## config.mk

```make
export PLATFORM = sky130hd
export DESIGN_NAME = dma_channel_allocator_top
export DESIGN_NICKNAME = d
export VERILOG_FILES = /design/src/rtl/dca_pkg.sv /design/src/rtl/dma_channel_allocator_top.sv
export SDC_FILE = /design/constraint.sdc
export NUM_CORES = 1
export LEC_CHECK = 0
export BUFFER_PORTS_ARGS = -buffer_cell sky130_fd_sc_hd__clkbuf_2
export CAP_MARGIN = 20
export CELL_PAD_IN_SITES_DETAIL_PLACEMENT = 1
export CELL_PAD_IN_SITES_GLOBAL_PLACEMENT = 2
export CORE_ASPECT_RATIO = 1.5
export CORE_MARGIN = 1.5
export CORE_UTILIZATION = 37
export DETAILED_ROUTE_END_ITERATION = 8
export GPL_TIMING_DRIVEN = 1
export PLACE_DENSITY_LB_ADDON = 0.1
export SLEW_MARGIN = 5
export SYNTH_ARGS = -nofsm -noshare
export SYNTH_HDL_FRONTEND = slang
export SYNTH_SLANG_ARGS = --single-unit
```

## constraint.sdc

```tcl
create_clock -name clk -period 2.3 [get_ports clk]
set_clock_uncertainty 0.05 [all_clocks]
set_input_delay 0.23 -clock clk [delete_from_list [all_inputs] [get_ports clk]]
set_output_delay 0.23 -clock clk [all_outputs]
set_load 0.02 [all_outputs]
```

## src/rtl/dca_pkg.sv

```systemverilog
// shared constants and codes for the dma channel allocator
package dca_pkg;

  localparam int unsigned NumChannelsDefault = 12;
  localparam int unsigned MaxChannels = 16;

  localparam int unsigned IdWidth = 5;
  localparam int unsigned GrantWidth = 4;
  localparam int unsigned PrioWidth = 2;
  localparam int unsigned StatusWidth = 2;

  typedef logic [StatusWidth-1:0] status_t;

  localparam status_t ST_OK        = 2'd0;
  localparam status_t ST_NO_FREE   = 2'd1;
  localparam status_t ST_BAD_ID    = 2'd2;
  localparam status_t ST_NOT_ALLOC = 2'd3;

  typedef enum logic {
    FUNC_ALLOC = 1'b0,
    FUNC_FREE  = 1'b1
  } func_t;

endpackage

```

## src/rtl/dma_channel_allocator_top.sv

```systemverilog
// dma channel allocator: per-core ownership bitmaps with named or first-free grant
//
//   channel   valid     ready      payload
//   ------    --------  ---------  -------------------------------------------------
//   request   in_valid  in_ready   func, channel_id, core, irq_priority
//   result    out_valid out_ready  status, granted_channel, vector_enable,
//                                  vector_disable, vector_priority,
//                                  engine_unreset, engine_reset
//
// one transaction per cycle sustained while the result is not stalled; a
// request passes the request register, then the result register
// the ownership masks update at the same edge that loads the result
// register, so the next request in the request register sees them at once
// rst (synchronous, active high) clears both masks and both valid flags
// a stalled result holds the result register; the request register still
// drains into it when it empties, and in_ready drops only when both are full
module dma_channel_allocator_top #(
  parameter int unsigned NUM_CHANNELS = dca_pkg::NumChannelsDefault
) (
  input  logic                              clk,
  input  logic                              rst,
  // request channel
  input  logic                              in_valid,
  output logic                              in_ready,
  input  logic                              func,
  input  logic [dca_pkg::IdWidth-1:0]       channel_id,
  input  logic                              core,
  input  logic [dca_pkg::PrioWidth-1:0]     irq_priority,
  // result channel
  output logic                              out_valid,
  input  logic                              out_ready,
  output logic [dca_pkg::StatusWidth-1:0]   status,
  output logic [dca_pkg::GrantWidth-1:0]    granted_channel,
  output logic                              vector_enable,
  output logic                              vector_disable,
  output logic [dca_pkg::PrioWidth-1:0]     vector_priority,
  output logic                              engine_unreset,
  output logic                              engine_reset
);

  // ownership state, one bit per channel and core
  logic [NUM_CHANNELS-1:0] core0_owned;
  logic [NUM_CHANNELS-1:0] core1_owned;
  logic [NUM_CHANNELS-1:0] core0_owned_next;
  logic [NUM_CHANNELS-1:0] core1_owned_next;

  // request register
  logic                          req_valid;
  logic                          req_func;
  logic [dca_pkg::IdWidth-1:0]   req_id;
  logic                          req_core;
  logic [dca_pkg::PrioWidth-1:0] req_prio;

  // handshake
  logic advance;
  logic in_fire;

  assign advance  = req_valid && (!out_valid || out_ready);
  assign in_ready = !req_valid || advance;
  assign in_fire  = in_valid && in_ready;

  always_ff @(posedge clk) begin
    if (rst) begin
      req_valid <= 1'b0;
    end else if (in_fire) begin
      req_valid <= 1'b1;
    end else if (advance) begin
      req_valid <= 1'b0;
    end
  end

  always_ff @(posedge clk) begin
    if (in_fire) begin
      req_func <= func;
      req_id   <= channel_id;
      req_core <= core;
      req_prio <= irq_priority;
    end
  end

  // decode of the requested channel
  logic [NUM_CHANNELS-1:0] id_onehot;
  logic                    id_named;
  logic                    id_any;

  always_comb begin
    for (int i = 0; i < NUM_CHANNELS; i++) begin
      id_onehot[i] = (req_id == dca_pkg::IdWidth'(i));
    end
  end

  assign id_named = (req_id < dca_pkg::IdWidth'(NUM_CHANNELS));
  assign id_any   = (req_id == dca_pkg::IdWidth'(NUM_CHANNELS));

  // masks seen by this request
  logic [NUM_CHANNELS-1:0] both;
  logic [NUM_CHANNELS-1:0] own;
  logic [NUM_CHANNELS-1:0] other;
  logic [NUM_CHANNELS-1:0] free_mask;

  assign both      = core0_owned | core1_owned;
  assign own       = req_core ? core1_owned : core0_owned;
  assign other     = req_core ? core0_owned : core1_owned;
  assign free_mask = ~both;

  // lowest free channel, priority encoded
  logic [NUM_CHANNELS-1:0]          first_free_onehot;
  logic [dca_pkg::GrantWidth-1:0]   first_free_idx;

  assign first_free_onehot = free_mask & (~free_mask + NUM_CHANNELS'(1));

  always_comb begin
    first_free_idx = '0;
    for (int i = NUM_CHANNELS - 1; i >= 0; i--) begin
      if (free_mask[i]) begin
        first_free_idx = dca_pkg::GrantWidth'(i);
      end
    end
  end

  // result of this request
  logic [NUM_CHANNELS-1:0]        own_new;
  logic [NUM_CHANNELS-1:0]        grant_onehot;
  logic [dca_pkg::GrantWidth-1:0] grant_idx;
  logic                           found;
  dca_pkg::status_t               res_status;
  logic [dca_pkg::GrantWidth-1:0] res_grant;
  logic                           res_ven;
  logic                           res_vdis;
  logic [dca_pkg::PrioWidth-1:0]  res_vpri;
  logic                           res_unrst;
  logic                           res_rst;

  always_comb begin
    grant_onehot = id_named ? id_onehot : first_free_onehot;
    grant_idx    = id_named ? req_id[dca_pkg::GrantWidth-1:0] : first_free_idx;
    found        = 1'b0;
    own_new      = own;
    res_status   = dca_pkg::ST_OK;
    res_grant    = '0;
    res_ven      = 1'b0;
    res_vdis     = 1'b0;
    res_vpri     = '0;
    res_unrst    = 1'b0;
    res_rst      = 1'b0;

    if (dca_pkg::func_t'(req_func) == dca_pkg::FUNC_ALLOC) begin
      if (id_named) begin
        found = ((both & id_onehot) == '0);
      end else if (id_any) begin
        found = (free_mask != '0);
      end
      if (!id_named && !id_any) begin
        res_status = dca_pkg::ST_BAD_ID;
      end else if (!found) begin
        res_status = dca_pkg::ST_NO_FREE;
      end else begin
        own_new   = own | grant_onehot;
        res_grant = grant_idx;
        res_ven   = (own == '0);
        res_vpri  = (own == '0) ? req_prio : '0;
        res_unrst = (both == '0);
      end
    end else begin
      if (!id_named) begin
        res_status = dca_pkg::ST_BAD_ID;
      end else if ((both & id_onehot) == '0) begin
        res_status = dca_pkg::ST_NOT_ALLOC;
      end else begin
        // owned only by the other core leaves the mask as it was
        own_new  = own & ~id_onehot;
        res_vdis = (own_new == '0);
        res_rst  = ((own_new | other) == '0);
      end
    end
  end

  assign core0_owned_next = req_core ? core0_owned : own_new;
  assign core1_owned_next = req_core ? own_new : core1_owned;

  always_ff @(posedge clk) begin
    if (rst) begin
      core0_owned <= '0;
      core1_owned <= '0;
    end else if (advance) begin
      core0_owned <= core0_owned_next;
      core1_owned <= core1_owned_next;
    end
  end

  // result register
  always_ff @(posedge clk) begin
    if (rst) begin
      out_valid <= 1'b0;
    end else if (advance) begin
      out_valid <= 1'b1;
    end else if (out_ready) begin
      out_valid <= 1'b0;
    end
  end

  always_ff @(posedge clk) begin
    if (advance) begin
      status          <= res_status;
      granted_channel <= res_grant;
      vector_enable   <= res_ven;
      vector_disable  <= res_vdis;
      vector_priority <= res_vpri;
      engine_unreset  <= res_unrst;
      engine_reset    <= res_rst;
    end
  end

endmodule
```

==> flow_summary.toml <==
[drt]
drtIter0Drc = 175
m1WireLength_um = 4400
met2WireLength_um = 5400
via_per_inst = 5.73
antenna_left = 0
num_vias = 2941
drtPass1Iterations = 4
drc = 0
drt_wl_total_um = 10600
wl_met3_um = 266
wl_per_cell_um = 20.8
routed.top_layer = "met4"

[sta]
tightest_slew_ns = 0.685
setup_viol = 0
rsz0062_at_grt = "yes"
hold_viol = 0
setup_slack_ns = 0.0615
finalCriticalPeriod_ns = 2.24
slew_headroom_pct = 54.3
fin_tns_setup_ns = 0
maxSlewViolCount = 0
period_share_pct = 97.3
fmax_ghz = 0.447

[floorplanning]
core_region_area_sq_um = 7710
rows = 39
start_util_pct = 38.5
io_pins = 27
die_height_um = 113
die_w_um = 76.2
die_area_sq_um = 8590

[worst_setup_path]
crit_arrival_ns = 2.38
critPathRequiredTime_ns = 2.44
critical_path_class = "reg -> reg"
endpoint_kind = "flop"
ff2ff_path_depth = 8
cp_max_fo = 8
critPathLaunchType = "flop"

[synth]
synth-edff-count = 21
syn-cell-area_sq_um = 2970
yosysSeqAreaShare_pct = 38.8
syn_inst = 332
syn_avg_cell_area_sq_um = 8.95
synth-main-ff-cell = "dfxtp_1"
synth-warning-count = 0
ys_ff_latch = 47
synth_cell_types = 66
synth_nets = 345
async_flop_share_pct = 0

[pwr]
p_leak_nw = 1.56
seqPwrFrac_pct = 42.8
pwr-share-clk_pct = 36.2
p_int_mw = 1.61
p_total_mw = 2.24
pwr-share-comb_pct = 21.1
peakVddDrop_mv = 0.460
p_sw_mw = 0.632
p_per_area_nw_per_um2 = 571
switching_share_pct = 28.2

[clock_network]
cts_tree = "done"
clkTransAtPathRegs_ns = 0.06
clock-sinks = 47
ctsRootBufferMaster = "clkbuf_16"
clk_latency_ns = 0.29
htree_levels = 2
cts_buffers = 5
clockBufferDepth = 2

[cells_and_area]
finalNonFillerCells = 513
drive_gt1_share_pct = 38.0
mostFrequentLayoutCells = "buf_4, nor2_1, dfxtp_1, clkbuf_2, edfxtp_1"
diodes = 0
post-route-util_pct = 50.9
syn_to_final_growth_pct = 32.2
final_common_cell = "buf_4"
layout.nets = 423
n_fill_cell = 922

[placed_design]
dp_hpwl_um = 8180
gp_congestion = 0.908
place_ws_ns = -0.101
port_buffers = 26
dp.cells = 499

[run]
maxCapViolCount = 0

[grt]
grt_antenna_before_repair = 0
track_usage_pct = 25.3
grt_max_degree = 31
grt_pass1_wl_um = 16500
grt_overflow = 0
grt_pass1_vias = 3014

[min_path]
worstHoldPathType = "in -> reg"
min_path_cells = 1

[outcome]
status = "finished clean"
## area by class of cell
type,instances,area [sq um],area share [%]
multi-input combinational,254,1780,45.2
timing repair buffer,93,671,17.1
sequential,47,1150,29.3
clock buffer,7,164,4.17
clock inverter,1,5.00,0.127
inverter,9,33.8,0.860
tap,102,128,3.25
## synthesized netlist by cell type (all sizes together), types with 2 or more instances
cell type,n,area [sq um]
a211oi,24,215
a21o,2,15.0
a21oi,12,71.3
a22oi,2,15.0
a31oi,13,93.8
and2,3,18.8
and3,2,12.5
buf,11,70.1
clkbuf,11,41.3
dfxtp,26,521
edfxtp,21,631
inv,9,33.8
mux2,5,56.3
mux2i,13,130
nand2,22,85.1
nand2b,5,33.8
nand3,8,45.0
nand3b,4,30.0
nand4,2,12.5
nor2,55,214
nor2b,5,33.8
nor3,18,95.1
nor3b,2,26.3
nor4,9,71.3
nor4b,2,30.0
o21ai,11,55.1
o22ai,8,56.3
o32ai,2,17.5
o41ai,3,26.3
or2,3,18.8
or3b,2,17.5
## metrics by stage
step	hold WS [ns]	area (sq um)
5_1_grt	0.0541	3930
3_3_place_gp	0.358	3590
4_1_cts	0.0574	3770
6_report	0.0671	3930
3_5_place_dp	0.359	3590
2_1_floorplan	0.279	2970
## per-layer routing
metal | vias up | GRT usage, %
li1 | 1407 | -
met1 | 1431 | 29.4
met2 | 73 | 43.6
met3 | 30 | 2.74
met4 | 0 | 17.3
met5 | - | 0
## final timing paths
| check | startpoint | end | slack (ns) |
|---|---|---|---|
| hold reg to reg | req_valid$_SDFFE_PP0P_ | out_valid$_SDFFE_PP0P_ | 0.49 |
| setup / recovery | req_id[0]$_DFFE_PP_ | core0_owned[6]$_SDFFE_PP0P_ | 0.06 |
| hold / removal | channel_id[0] | req_id[0]$_DFFE_PP_ | 0.07 |
| setup reg to reg | req_id[0]$_DFFE_PP_ | core0_owned[6]$_SDFFE_PP0P_ | 0.06 |
## kinds of logic (layout without fill, tap and decap cells)
| family | after synthesis | after routing | synth area share (%) |
|---|---|---|---|
| compound gates | 89 | 89 | 22.9 |
| mux | 19 | 19 | 7.03 |
| buf+inv | 31 | 110 | 4.89 |
| simple gates | 146 | 146 | 26.5 |
| flops | 47 | 47 | 38.8 |
## sequential cells by signal, summed over array words and instances, names as in the netlist
| signal | cells |
|---|---|
| engine_reset | 1 |
| vector_priority | 2 |
| req_valid | 1 |
| vector_disable | 1 |
| granted_channel | 4 |
| out_valid | 1 |
| req_prio | 2 |
| core0_owned | 12 |
| req_func | 1 |
| req_id | 5 |
| core1_owned | 12 |
| status | 2 |
| vector_enable | 1 |
| engine_unreset | 1 |
| req_core | 1 |
## worst max-delay path: stages, from the launching register on
cell	delay [ns]
edfxtp_1	0.49
buf_6	0.19
nor3_2	0.10
a211oi_1	0.07
a2111o_2	0.51
nor2_4	0.17
buf_12	0.16
a31oi_2	0.11
a211oi_1	0.29
## power groups by stage
stage	combinational (mW)	sequential, mW	clock, mW
floorplan	0.255	0.974	0
global placement	0.431	0.973	0
detailed placement	0.436	0.975	0
CTS	0.442	0.956	0.834
global route	0.506	0.962	0.869
finish	0.473	0.958	0.810
## repair_timing
action / CTS / global route
setup buffers: 0 / 5
endpoints found under the setup margin: 14 / 24
gates cloned: 0 / 1
hold buffers: 0 / 0
gates resized for setup: 3 / 22
pin swaps: 0 / 7
No activity file was read; power rests on OpenSTA's default activity.
